**src/hw/rtl/esd_pkg.sv**
```systemverilog
// shared types and constants for the escape sequence decoder
`timescale 1ns / 1ps
`default_nettype none

package esd_pkg;

    // depth of the held digit store and its index width
    localparam int HELD_DEPTH = 8;
    localparam int IDX_W      = $clog2(HELD_DEPTH);

    // source of the next output word
    typedef enum logic [1:0] {
        SEL_BSLASH,
        SEL_LETTER,
        SEL_HELD,
        SEL_TAIL
    } t_out_sel;

    // controller to datapath commands
    typedef struct packed {
        logic             accept;
        logic             load;
        t_out_sel         sel;
        logic [IDX_W-1:0] idx;
        logic             final_word;
    } t_dp_cmd;

    // datapath to controller status: the emit plan of the word just taken
    typedef struct packed {
        logic             pre;
        logic [IDX_W-1:0] nheld;
        logic             tail;
    } t_dp_status;

endpackage

`default_nettype wire

```
**src/hw/rtl/esd_datapath.sv**
```systemverilog
// escape decoder datapath: parse state, digit store, emit plan and output register
`timescale 1ns / 1ps
`default_nettype none

module esd_datapath (
    input  wire logic                i_clk,
    input  wire logic                i_rst_n,
    input  wire logic [7:0]          i_in_byte,
    input  wire logic                i_in_last,
    input  wire esd_pkg::t_dp_cmd    i_cmd,
    output esd_pkg::t_dp_status      o_status,
    output logic [7:0]               o_out_byte,
    output logic                     o_run_end,
    output logic                     o_string_end
);
    import esd_pkg::*;

    localparam logic [1:0] MODE_TEXT   = 2'd0;
    localparam logic [1:0] MODE_ESC    = 2'd1;
    localparam logic [1:0] MODE_DIGITS = 2'd2;

    localparam logic [2:0] KIND_BIN = 3'd0;
    localparam logic [2:0] KIND_OCT = 3'd1;
    localparam logic [2:0] KIND_DEC = 3'd2;
    localparam logic [2:0] KIND_HX2 = 3'd3;
    localparam logic [2:0] KIND_HX4 = 3'd4;

    localparam logic [7:0] CH_BSLASH = 8'h5C;
    localparam logic [7:0] CH_R      = 8'h72;
    localparam logic [7:0] CH_N      = 8'h6E;
    localparam logic [7:0] CH_ZERO   = 8'h30;
    localparam logic [7:0] CH_T      = 8'h74;
    localparam logic [7:0] CH_B      = 8'h62;
    localparam logic [7:0] CH_O      = 8'h6F;
    localparam logic [7:0] CH_D      = 8'h64;
    localparam logic [7:0] CH_X      = 8'h78;
    localparam logic [7:0] CH_U      = 8'h75;
    localparam logic [7:0] CH_CR     = 8'h0D;
    localparam logic [7:0] CH_LF     = 8'h0A;
    localparam logic [7:0] CH_NUL    = 8'h00;
    localparam logic [7:0] CH_TAB    = 8'h09;

    // digit value of a character, 16 when it is no digit at all
    function automatic logic [4:0] digit_of(input logic [7:0] c);
        logic [4:0] d;
        d = 5'd16;
        if (c >= 8'h30 && c <= 8'h39) begin
            d = 5'(c - 8'h30);
        end else if (c >= 8'h61 && c <= 8'h66) begin
            d = 5'(c - 8'h61) + 5'd10;
        end else if (c >= 8'h41 && c <= 8'h46) begin
            d = 5'(c - 8'h41) + 5'd10;
        end
        return d;
    endfunction

    function automatic logic [4:0] kind_base(input logic [2:0] k);
        logic [4:0] b;
        unique case (k)
            KIND_OCT: b = 5'd8;
            KIND_DEC: b = 5'd10;
            KIND_HX2: b = 5'd16;
            KIND_HX4: b = 5'd16;
            default:  b = 5'd2;
        endcase
        return b;
    endfunction

    function automatic logic [3:0] kind_size(input logic [2:0] k);
        logic [3:0] s;
        unique case (k)
            KIND_OCT: s = 4'd3;
            KIND_DEC: s = 4'd3;
            KIND_HX2: s = 4'd2;
            KIND_HX4: s = 4'd4;
            default:  s = 4'd8;
        endcase
        return s;
    endfunction

    function automatic logic [7:0] kind_letter(input logic [2:0] k);
        logic [7:0] l;
        unique case (k)
            KIND_OCT: l = CH_O;
            KIND_DEC: l = CH_D;
            KIND_HX2: l = CH_X;
            KIND_HX4: l = CH_U;
            default:  l = CH_B;
        endcase
        return l;
    endfunction

    // value times base, done with shifts and at most one add
    function automatic logic [15:0] scale(input logic [15:0] v, input logic [2:0] k);
        logic [15:0] r;
        unique case (k)
            KIND_OCT: r = v << 3;
            KIND_DEC: r = (v << 3) + (v << 1);
            KIND_HX2: r = v << 4;
            KIND_HX4: r = v << 4;
            default:  r = v << 1;
        endcase
        return r;
    endfunction

    logic [1:0]       r_mode, n_mode;
    logic [2:0]       r_kind, n_kind;
    logic [IDX_W-1:0] r_count, n_count;
    logic [15:0]      r_value, n_value;
    logic [7:0]       r_held [HELD_DEPTH];
    logic             r_pre, n_pre;
    logic [IDX_W-1:0] r_nheld, n_nheld;
    logic             r_tail, n_tail;
    logic [7:0]       r_letter, n_letter;
    logic [7:0]       r_tail_byte, n_tail_byte;
    logic             r_last;
    logic             held_we;
    logic [4:0]       digit;
    logic [IDX_W:0]   count_inc;
    logic [15:0]      value_inc;
    logic [7:0]       r_out_byte;
    logic             r_run_end;
    logic             r_string_end;

    assign digit     = digit_of(i_in_byte);
    assign count_inc = {1'b0, r_count} + 1'b1;
    assign value_inc = scale(r_value, r_kind) + {11'd0, digit};

    // next parse state and emit plan for the incoming word
    always_comb begin
        n_mode      = r_mode;
        n_kind      = r_kind;
        n_count     = r_count;
        n_value     = r_value;
        n_pre       = r_pre;
        n_nheld     = r_nheld;
        n_tail      = r_tail;
        n_letter    = r_letter;
        n_tail_byte = r_tail_byte;
        held_we     = 1'b0;
        if (i_cmd.accept) begin
            n_pre       = 1'b0;
            n_nheld     = '0;
            n_tail      = 1'b0;
            n_letter    = i_in_byte;
            n_tail_byte = i_in_byte;
            n_mode      = MODE_TEXT;
            unique case (r_mode)
                MODE_ESC: begin
                    case (i_in_byte)
                        CH_R: begin
                            n_tail      = 1'b1;
                            n_tail_byte = CH_CR;
                        end
                        CH_N: begin
                            n_tail      = 1'b1;
                            n_tail_byte = CH_LF;
                        end
                        CH_ZERO: begin
                            n_tail      = 1'b1;
                            n_tail_byte = CH_NUL;
                        end
                        CH_T: begin
                            n_tail      = 1'b1;
                            n_tail_byte = CH_TAB;
                        end
                        CH_BSLASH: begin
                            n_tail = 1'b1;
                        end
                        CH_B, CH_O, CH_D, CH_X, CH_U: begin
                            if (i_in_last) begin
                                n_pre = 1'b1;
                            end else begin
                                n_mode  = MODE_DIGITS;
                                n_count = '0;
                                n_value = '0;
                                if (i_in_byte == CH_B) begin
                                    n_kind = KIND_BIN;
                                end else if (i_in_byte == CH_O) begin
                                    n_kind = KIND_OCT;
                                end else if (i_in_byte == CH_D) begin
                                    n_kind = KIND_DEC;
                                end else if (i_in_byte == CH_X) begin
                                    n_kind = KIND_HX2;
                                end else begin
                                    n_kind = KIND_HX4;
                                end
                            end
                        end
                        default: begin
                            n_pre = 1'b1;
                        end
                    endcase
                end
                MODE_DIGITS: begin
                    n_letter = kind_letter(r_kind);
                    n_count  = '0;
                    n_value  = '0;
                    if (digit < kind_base(r_kind)) begin
                        held_we = 1'b1;
                        if (count_inc >= kind_size(r_kind)) begin
                            n_tail      = 1'b1;
                            n_tail_byte = value_inc[7:0];
                        end else if (i_in_last) begin
                            n_pre   = 1'b1;
                            n_nheld = count_inc[IDX_W-1:0];
                        end else begin
                            n_mode  = MODE_DIGITS;
                            n_count = count_inc[IDX_W-1:0];
                            n_value = value_inc;
                        end
                    end else begin
                        // failed escape, then the byte again as text
                        n_pre   = 1'b1;
                        n_nheld = r_count;
                        if (i_in_byte == CH_BSLASH && !i_in_last) begin
                            n_mode = MODE_ESC;
                        end else begin
                            n_tail = 1'b1;
                        end
                    end
                end
                default: begin
                    if (i_in_byte == CH_BSLASH && !i_in_last) begin
                        n_mode = MODE_ESC;
                    end else begin
                        n_tail = 1'b1;
                    end
                end
            endcase
        end
    end

    // parse state and plan registers
    always_ff @(posedge i_clk) begin
        if (!i_rst_n) begin
            r_mode  <= MODE_TEXT;
            r_kind  <= KIND_BIN;
            r_count <= '0;
            r_value <= '0;
            r_pre   <= 1'b0;
            r_nheld <= '0;
            r_tail  <= 1'b0;
        end else begin
            r_mode  <= n_mode;
            r_kind  <= n_kind;
            r_count <= n_count;
            r_value <= n_value;
            r_pre   <= n_pre;
            r_nheld <= n_nheld;
            r_tail  <= n_tail;
        end
    end

    // payload: letter, tail byte, end flag and digit store
    always_ff @(posedge i_clk) begin
        r_letter    <= n_letter;
        r_tail_byte <= n_tail_byte;
        if (i_cmd.accept) begin
            r_last <= i_in_last;
        end
        if (held_we) begin
            r_held[r_count] <= i_in_byte;
        end
    end

    // output word register
    always_ff @(posedge i_clk) begin
        if (i_cmd.load) begin
            case (i_cmd.sel)
                SEL_BSLASH: r_out_byte <= CH_BSLASH;
                SEL_LETTER: r_out_byte <= r_letter;
                SEL_HELD:   r_out_byte <= r_held[i_cmd.idx];
                default:    r_out_byte <= r_tail_byte;
            endcase
            r_run_end    <= i_cmd.final_word;
            r_string_end <= i_cmd.final_word & r_last;
        end
    end

    assign o_status.pre   = r_pre;
    assign o_status.nheld = r_nheld;
    assign o_status.tail  = r_tail;
    assign o_out_byte     = r_out_byte;
    assign o_run_end      = r_run_end;
    assign o_string_end   = r_string_end;

    // a final byte always leaves the parser in text mode
    a_last_to_text: assert property (@(posedge i_clk) disable iff (!i_rst_n)
        i_cmd.accept && i_in_last |=> r_mode == MODE_TEXT)
        else $error("parser not in text mode after final byte");

    // digits are only held while reading a numeric escape
    a_count_in_digits: assert property (@(posedge i_clk) disable iff (!i_rst_n)
        r_count != '0 |-> r_mode == MODE_DIGITS)
        else $error("digit count held outside digit mode");

    // held bytes are replayed only behind a backslash and letter
    a_held_needs_pre: assert property (@(posedge i_clk) disable iff (!i_rst_n)
        r_nheld != '0 |-> r_pre)
        else $error("held digits planned without escape prefix");

endmodule

`default_nettype wire

```
**src/hw/rtl/esd_ctrl.sv**
```systemverilog
// escape decoder controller: input handshake and output word sequencing
`timescale 1ns / 1ps
`default_nettype none

module esd_ctrl (
    input  wire logic                 i_clk,
    input  wire logic                 i_rst_n,
    input  wire logic                 i_in_valid,
    output logic                      o_in_ready,
    output logic                      o_out_valid,
    input  wire logic                 i_out_ready,
    input  wire esd_pkg::t_dp_status  i_status,
    output esd_pkg::t_dp_cmd          o_cmd
);
    import esd_pkg::*;

    typedef enum logic [2:0] {
        S_IDLE,
        S_START,
        S_BSLASH,
        S_LETTER,
        S_HELD,
        S_TAIL
    } t_state;

    t_state           r_state, n_state;
    logic             r_out_valid, n_out_valid;
    logic [IDX_W-1:0] r_idx, n_idx;
    logic             slot_free;
    logic             held_done;
    t_dp_cmd          cmd;

    assign slot_free = !r_out_valid || i_out_ready;
    assign held_done = r_idx == IDX_W'(i_status.nheld - 1'b1);

    // next state and commands
    always_comb begin
        n_state        = r_state;
        n_idx          = r_idx;
        cmd            = '0;
        cmd.sel        = SEL_TAIL;
        cmd.idx        = r_idx;
        unique case (r_state)
            S_IDLE: begin
                if (i_in_valid) begin
                    cmd.accept = 1'b1;
                    n_state    = S_START;
                end
            end
            S_START: begin
                n_idx = '0;
                if (i_status.pre) begin
                    n_state = S_BSLASH;
                end else if (i_status.tail) begin
                    n_state = S_TAIL;
                end else begin
                    n_state = S_IDLE;
                end
            end
            S_BSLASH: begin
                if (slot_free) begin
                    cmd.load = 1'b1;
                    cmd.sel  = SEL_BSLASH;
                    n_state  = S_LETTER;
                end
            end
            S_LETTER: begin
                if (slot_free) begin
                    cmd.load       = 1'b1;
                    cmd.sel        = SEL_LETTER;
                    cmd.final_word = (i_status.nheld == '0) && !i_status.tail;
                    if (i_status.nheld != '0) begin
                        n_state = S_HELD;
                    end else if (i_status.tail) begin
                        n_state = S_TAIL;
                    end else begin
                        n_state = S_IDLE;
                    end
                end
            end
            S_HELD: begin
                if (slot_free) begin
                    cmd.load       = 1'b1;
                    cmd.sel        = SEL_HELD;
                    cmd.final_word = held_done && !i_status.tail;
                    if (held_done) begin
                        n_state = i_status.tail ? S_TAIL : S_IDLE;
                    end else begin
                        n_idx = r_idx + 1'b1;
                    end
                end
            end
            S_TAIL: begin
                if (slot_free) begin
                    cmd.load       = 1'b1;
                    cmd.sel        = SEL_TAIL;
                    cmd.final_word = 1'b1;
                    n_state        = S_IDLE;
                end
            end
            default: begin
                n_state = S_IDLE;
            end
        endcase
        n_out_valid = cmd.load ? 1'b1 : (r_out_valid && !i_out_ready);
    end

    // state and registered outputs
    always_ff @(posedge i_clk) begin
        if (!i_rst_n) begin
            r_state     <= S_IDLE;
            r_out_valid <= 1'b0;
            r_idx       <= '0;
        end else begin
            r_state     <= n_state;
            r_out_valid <= n_out_valid;
            r_idx       <= n_idx;
        end
    end

    assign o_in_ready  = r_state == S_IDLE;
    assign o_out_valid = r_out_valid;
    assign o_cmd       = cmd;

    // a taken word always leads to the plan step
    a_accept_then_start: assert property (@(posedge i_clk) disable iff (!i_rst_n)
        i_in_valid && o_in_ready |=> r_state == S_START)
        else $error("accepted word did not start its plan");

    // replay index stays inside the held digits
    a_idx_bound: assert property (@(posedge i_clk) disable iff (!i_rst_n)
        r_state == S_HELD |-> r_idx < i_status.nheld)
        else $error("held index beyond held digit count");

    // the final word of a run returns the sequencer to idle
    a_final_to_idle: assert property (@(posedge i_clk) disable iff (!i_rst_n)
        cmd.load && cmd.final_word |=> r_state == S_IDLE && r_out_valid)
        else $error("sequencer not idle after final word");

endmodule

`default_nettype wire

```
**src/hw/rtl/escape_sequence_decoder.sv**
```systemverilog
// Backslash escape decoder: takes one string byte per input word and returns 0 to 10
// decoded bytes. The escapes \r \n \0 \t and \\ give single bytes; \b, \o, \d, \x and \u
// read 8 binary, 3 octal, 3 decimal, 2 hex or 4 hex digits and give the low 8 bits of the
// value. A failed escape gives the backslash, its letter and the held digits, then the
// offending byte is decoded again as text. run_end marks the last output word of each
// input word and string_end the last one of the string. The controller handles one input
// word at a time and takes no new one until all of its output words are sent; the output
// sequencer sends one word per cycle from the single output register while the output
// side does not stall.
`timescale 1ns / 1ps
`default_nettype none

module escape_sequence_decoder (
    input  wire logic       i_clk,
    input  wire logic       i_rst_n,
    input  wire logic       i_in_valid,
    output logic            o_in_ready,
    input  wire logic [7:0] i_in_byte,
    input  wire logic       i_in_last,
    output logic            o_out_valid,
    input  wire logic       i_out_ready,
    output logic [7:0]      o_out_byte,
    output logic            o_run_end,
    output logic            o_string_end
);
    import esd_pkg::*;

    t_dp_cmd    cmd;
    t_dp_status status;

    // controller
    esd_ctrl u_ctrl (
        .i_clk       (i_clk),
        .i_rst_n     (i_rst_n),
        .i_in_valid  (i_in_valid),
        .o_in_ready  (o_in_ready),
        .o_out_valid (o_out_valid),
        .i_out_ready (i_out_ready),
        .i_status    (status),
        .o_cmd       (cmd)
    );

    // datapath
    esd_datapath u_datapath (
        .i_clk        (i_clk),
        .i_rst_n      (i_rst_n),
        .i_in_byte    (i_in_byte),
        .i_in_last    (i_in_last),
        .i_cmd        (cmd),
        .o_status     (status),
        .o_out_byte   (o_out_byte),
        .o_run_end    (o_run_end),
        .o_string_end (o_string_end)
    );

endmodule

`default_nettype wire
```
**config.mk**
```make
export PLATFORM = sky130hd
export DESIGN_NAME = escape_sequence_decoder
export DESIGN_NICKNAME = d
export VERILOG_FILES = /design/src/hw/rtl/esd_pkg.sv /design/src/hw/rtl/esd_datapath.sv /design/src/hw/rtl/esd_ctrl.sv /design/src/hw/rtl/escape_sequence_decoder.sv
export SDC_FILE = /design/constraint.sdc
export NUM_CORES = 1
export LEC_CHECK = 0
export ABC_AREA = 1
export BUFFER_PORTS_ARGS = -buffer_cell sky130_fd_sc_hd__buf_2
export CAP_MARGIN = 5
export CORE_MARGIN = 5
export CORE_UTILIZATION = 48
export CTS_CLUSTER_DIAMETER = 30
export CTS_CLUSTER_SIZE = 16
export DETAILED_ROUTE_END_ITERATION = 6
export PLACE_DENSITY_LB_ADDON = 0.05
export REMOVE_ABC_BUFFERS = 1
export SYNTH_ARGS = -nofsm -noshare
export SYNTH_HDL_FRONTEND = slang
export SYNTH_SLANG_ARGS = --single-unit
```
**constraint.sdc**
```tcl
create_clock -name i_clk -period 5.7 [get_ports i_clk]
set_clock_uncertainty 0.05 [all_clocks]
set_input_delay 1.14 -clock i_clk [delete_from_list [all_inputs] [get_ports i_clk]]
set_output_delay 1.14 -clock i_clk [all_outputs]
set_load 0.05 [all_outputs]
```
### Word level (Yosys, flattened, before mapping)

Memories as Yosys holds them, arrays and structs flattened. A register that Yosys moved wholly into a read port is not among the register bits.
Cells that the tools add are included.

* shift operators: 0
* bitwise gates (word level): 2
* $mul: 0
* equal/unequal tests: 33
* mux-type cells: 86
* reduce and logical (&&, ||, !) cells: 26
* order comparisons: 8
* add/subtract/negate cells: 10
* divide/modulo/power cells: 0

Operators by type and width (number)
* $mux W3: 30
* $eq A8 B7 Y1 const B: 9
* $pmux W8 S3: 2
* $mux W7: 5
* $pmux W8 S4: 1
* $mux W5: 5
* $mux W8: 3
* $pmux W5 S4: 1
* $mux W1: 19
* $pmux W3 S6: 1
* $ge A8 B7 Y1 const B: 2
* $le A8 B7 Y1 const B: 2
* $pmux W8 S2: 1
* $pmux W5 S3: 1
* $pmux W7 S2: 1
* $eq A3 B2 Y1 const B: 4
* $mux W4: 3
* $pmux W3 S2: 2
* $pmux W3 S4: 1
* $pmux W4 S3: 1
* $add A5 B4 Y5 const B: 2
* $ne A2 B1 Y1 const B: 5
* $reduce_or A5 Y1: 2
* $sub A5 B1 Y5 const B: 2
* other kinds (34): 60

* RAM bits: 64
* bits of input ports: 13
* bits in read-only memories: 0
* bits in latches: 0
* logic and storage cells: 182
* output and inout port bits: 12
* memories: 1
* bits in registers: 54

Memory list
* u_datapath.r_held: words 8, bits a word 8, rd ports 1, clocked after Yosys merged registers in 1, wr ports 1, line esd_datapath.sv:110 `logic [7:0] r_held [HELD_DEPTH];`

### Depth between registers and ports, before layout

* depth after elaboration: 13
* depth in mapped cells: 20
* gate-level depth less buffers: 20

### Modules after synthesis

Synthesis repeated with hierarchy kept, for this count alone.

* cell total of the unflattened synthesis: 722
* area, all modules: 6488.7 um^2

Modules (own cells, without submodules)
* esd_datapath: sequential area each 3133.0 um^2, cells an instance 612, instances 1, area each 5825.6 um^2
* esd_ctrl: sequential area each 140.1 um^2, cells an instance 110, instances 1, area each 663.1 um^2

### Worst setup path before layout

Ideal clock, no wire load.

* path kind: input to register
* start: input i_in_byte[0]
* end: memory u_datapath.r_held[4][0] (enable)
* path buffers: 0
* data arrival time: 3.618 ns
* data required time: 5.267 ns
* path slack: 1.648 ns
* stages: 13
* setup time: 0.383 ns
* cells stage by stage: inv_1 > ha_1 > inv_1 > nand3_1 > nand3_2 > o21ai_1 > inv_1 > ha_1 > a21oi_1 > nand2_4 > nor2_1 > nand3_1 > nor3_1

* cells in the longest elaborated chain, start to end: 11
* elaborated cells on any way between the ends: 23
* those cells by class: 5 x add/sub; 7 x order compare; 8 x mux; 3 x reduce/logical

RTL lines
* start: declaration: line escape_sequence_decoder.sv:18 `input wire logic [7:0] i_in_byte,`
* $sub A5 B1 Y5 (tied with other cells): line esd_datapath.sv:50, esd_datapath.sv:52
* $add A5 B4 Y5 or $logic_and A1 B1 Y1 (tied branches): line esd_datapath.sv:50, esd_datapath.sv:52, esd_datapath.sv:51
* $mux W5: line esd_datapath.sv:51 `end else if (c >= 8'h41 && c <= 8'h46) begin`
* $mux W5: line esd_datapath.sv:49 `end else if (c >= 8'h61 && c <= 8'h66) begin`
* $mux W5 (*): line esd_datapath.sv:47 `if (c >= 8'h30 && c <= 8'h39) begin`
* $lt A5 B5 Y1 (*): line esd_datapath.sv:199 `if (digit < kind_base(r_kind)) begin`
* $mux W1 (*): line esd_datapath.sv:199
* $mux W1 (*): line esd_datapath.sv:148 `unique case (r_mode)`
* $mux W1 (*): line esd_datapath.sv:141 `if (i_cmd.accept) begin`
* $mux W1 (*): line esd_datapath.sv:262 `if (held_we) begin`
* $mux W1 (implied by the code) (*): line esd_datapath.sv:263 `r_held[r_count] <= i_in_byte;`
* end: declaration: line esd_datapath.sv:110

Every way passes the cells marked *; elsewhere a longest branch is shown, timed or not.

### Final worst setup path

* start: input i_in_byte[0]
* end: memory u_datapath.r_held[6][7] (enable)

Same word-level chain as after synthesis.

==> results.yml <==
critical_path:
  cp_slowest_cell: "nor2_1"
  cpPeakStageDelay_ns: 0.65
  cp.required_ns: 5.69
  path_cells: "buf_2 -> inv_1 -> ha_1 -> nand3_1 -> nand3_1 -> o21ai_1 -> inv_1 -> ha_1 -> a21oi_1 -> nand2_4 -> nor2_1 -> nand3_1 -> nor2_1"
  start_kind: "input pin"
  reg2reg_slack_ns: 2.55
  endpoint_kind: "flip-flop"
  crit_fanout: 14
  criticalPathCategory: "input pin to flip-flop"
  cpMostUsedCell: "nand3_1"
  crit_arrival_ns: 4.34
synthesis:
  ys.flop_type: "edfxtp_1"
  ys_warn_count: 0
  ys_ff_latch: 121
  netlist_top_cells_count: "nand2_1 (174), edfxtp_1 (91), inv_1 (84), a21oi_1 (67), nand3_1 (60)"
  synth_seq_area_share_pct: 51.5
  synth_most_common_cell: "nand2_1"
  synth_area_leader_cell: "edfxtp_1"
  synth.distinct_cells: 45
  synth_cells: 741
  synth_edf_count: 91
  async_flop_share_pct: 0
  avgSynthCellArea_um2: 8.73
  yosys-top-cells-area: "edfxtp_1 (42%), nand2_1 (10%), dfxtp_1 (9.3%)"
  netlist.area_leader.share_pct: 42.2
  syn_area_um2: 6470
timing:
  tns_ns: 0
  hold_viol: 0
  period_needed_ns: 4.35
  finalMaxSlewViolations: 0
  slew_headroom_pct: 35.1
  worst_slew_pin_slew_ns: 0.973
  post-route-period-util_pct: 76.3
  setup_viol: 0
  grt_setup_unrepaired: "false"
  fmax_mhz: 230
grt:
  track_usage_pct: 21.4
  antenna_found_initial: 0
  grt_max_degree: 34
  grt_pass1_vias: 4952
  grt_pass1_wl_mm: 26.4
  grt.overflow.total: 0
routing:
  drcViolationCount: 0
  drt_wl_total_mm: 16.7
  first_pass_iters: 5
  drt_iter0_drc: 589
  vias: 5316
  wl_per_cell_um: 17.4
  ant_nets: 0
  via_per_inst: 5.56
floorplan:
  dieArea_um2: 15900
  start_util_pct: 48.9
  num_io_pins: 25
  rows: 42
  core_um2: 13200
  die_h_um: 126
  die_w_um: 126
clocking:
  clock-sinks: 121
  root_buffer: "clkbuf_16"
  tritoncts: "done"
  cts.path.max_buffers: 2
  clk_pin_slew_ns: 0.05
  clock_latency_ns: 0.41
  cts_made_buffers: 17
  cts_setup_buffers: 0
  cts_hold_buf: 0
  post_cts_resize_count: 0
  htree_levels: 4
placed_design:
  io_buffers: 24
  dp_hpwl_mm: 11.8
  gp_congestion: 0.911
power_and_ir_drop:
  clock_power_share_pct: 36.1
  combPwrFrac_pct: 26.2
  seqPwrFrac_pct: 37.7
  power_switching_uw: 979
  swShare_pct: 33.3
  finalPower_mw: 2.94
  peakVddDrop_mv: 0.221
  pwr_density_cell_nw_per_um2: 400
  p_int_mw: 1.96
  p_leak_nw: 3.00
min_path:
  hp-class: "flip-flop to flip-flop"
final_layout:
  area_growth_pct: 13.7
  antenna_cells: 0
  final_nets: 807
  final_util_pct: 55.6
  drive_gt1_share_pct: 10.8
status:
  outcome: "completed"
job:
  maxCapViolations: 0
-- logic make-up after synthesis --
logic type               synth area share [%]
AND/OR/NAND/NOR                          23.0
AO/OA/AOI/OAI                            12.8
flip-flops                               51.5
buffers and inverters                    6.59
adder cells (fa/ha/maj)                  5.45
XOR/XNOR                                0.677
-- critical path: cells and delay by family --
| kind | cells | cell delay, ns |
|---|---|---|
| AND/OR/NAND/NOR | 6 | 1.44 |
| AO/OA/AOI/OAI | 2 | 0.63 |
| adder cells (fa/ha/maj) | 2 | 0.61 |
| buffers and inverters | 3 | 0.50 |
-- power by group through the flow --
stage / Sequential, mW / Combinational (mW) / Clock, mW
finish: 1.11 / 0.771 / 1.06
global route: 1.12 / 0.844 / 1.12
CTS: 1.11 / 0.774 / 1.07
detailed placement: 1.13 / 0.770 / 0
global placement: 1.12 / 0.764 / 0
floorplan: 1.21 / 0.438 / 0
-- per-stage QoR --
stage / instances / area [um2] / hold WS (ns) / setup slack (ns)
6_report: 956 / 7360 / 0.414 / 1.35
5_1_grt: 956 / 7360 / 0.425 / 1.12
4_1_cts: 956 / 7360 / 0.415 / 1.42
3_5_place_dp: 924 / 6770 / 0.406 / 0.998
3_3_place_gp: 924 / 6770 / 0.408 / 1.11
2_1_floorplan: 719 / 6390 / 0.395 / 1.65
-- cell type report --
| type | instances | area [um2] |
|---|---|---|
| Clock inverter | 14 | 156 |
| Timing Repair Buffer | 29 | 158 |
| Clock buffer | 18 | 429 |
| Tap cell | 176 | 220 |
| Sequential cell | 121 | 3330 |
| Multi-Input combinational cell | 507 | 2720 |
| Inverter | 91 | 342 |
| Fill cell | 1238 | 5890 |
-- worst paths after layout --
kind / from / endpoint / cells past startpoint
hold reg to reg: u_datapath.r_nheld[0]$_SDFFE_PN0P_ / u_datapath.r_nheld[0]$_SDFFE_PN0P_ / 2
hold / removal: u_datapath.r_nheld[0]$_SDFFE_PN0P_ / u_datapath.r_nheld[0]$_SDFFE_PN0P_ / 2
setup reg to reg: u_datapath.r_kind[2]$_SDFFE_PN0P_ / u_datapath.r_held[6][7]$_DFFE_PP_ / 10
setup / recovery: i_in_byte[0] / u_datapath.r_held[6][7]$_DFFE_PP_ / 13
-- metal layers --
metal  GRT usage [%]  up-vias  share of wire, %
met1            30.6     2502                47
met3            4.53       26               6.3
li1                -     2620                 -
met5               0        -                 0
met2            32.2      168                45
met4            7.70        0               2.0
-- registers in the layout, summed over array words and instances, names as in the netlist, named ones only --
signal	flops
u_ctrl.o_out_valid	1
u_ctrl.r_idx	3
u_ctrl.r_state	3
u_datapath.o_out_byte	8
u_datapath.o_run_end	1
u_datapath.o_string_end	1
u_datapath.r_count	3
u_datapath.r_held	64
u_datapath.r_kind	3
u_datapath.r_last	1
u_datapath.r_letter	8
u_datapath.r_mode	2
u_datapath.r_nheld	3
u_datapath.r_pre	1
u_datapath.r_tail	1
u_datapath.r_tail_byte	8
u_datapath.r_value	7
-- cells in the final DEF (no fill, tap or decap), drive strengths merged, types with 5 or more instances in the layout --
master and n:
nor3 13, clkinv 8, nor2 58, a21oi 68, a31oi 8, a32o 8, buf 29, o21ai 29
a32oi 5, clkbuf 18, edfxtp 91, inv 91, nand2 181, dfxtp 30, ha 25, o211ai 6
nand3 65, nand4 11
Note: power is estimated with default switching activity, not from simulation.
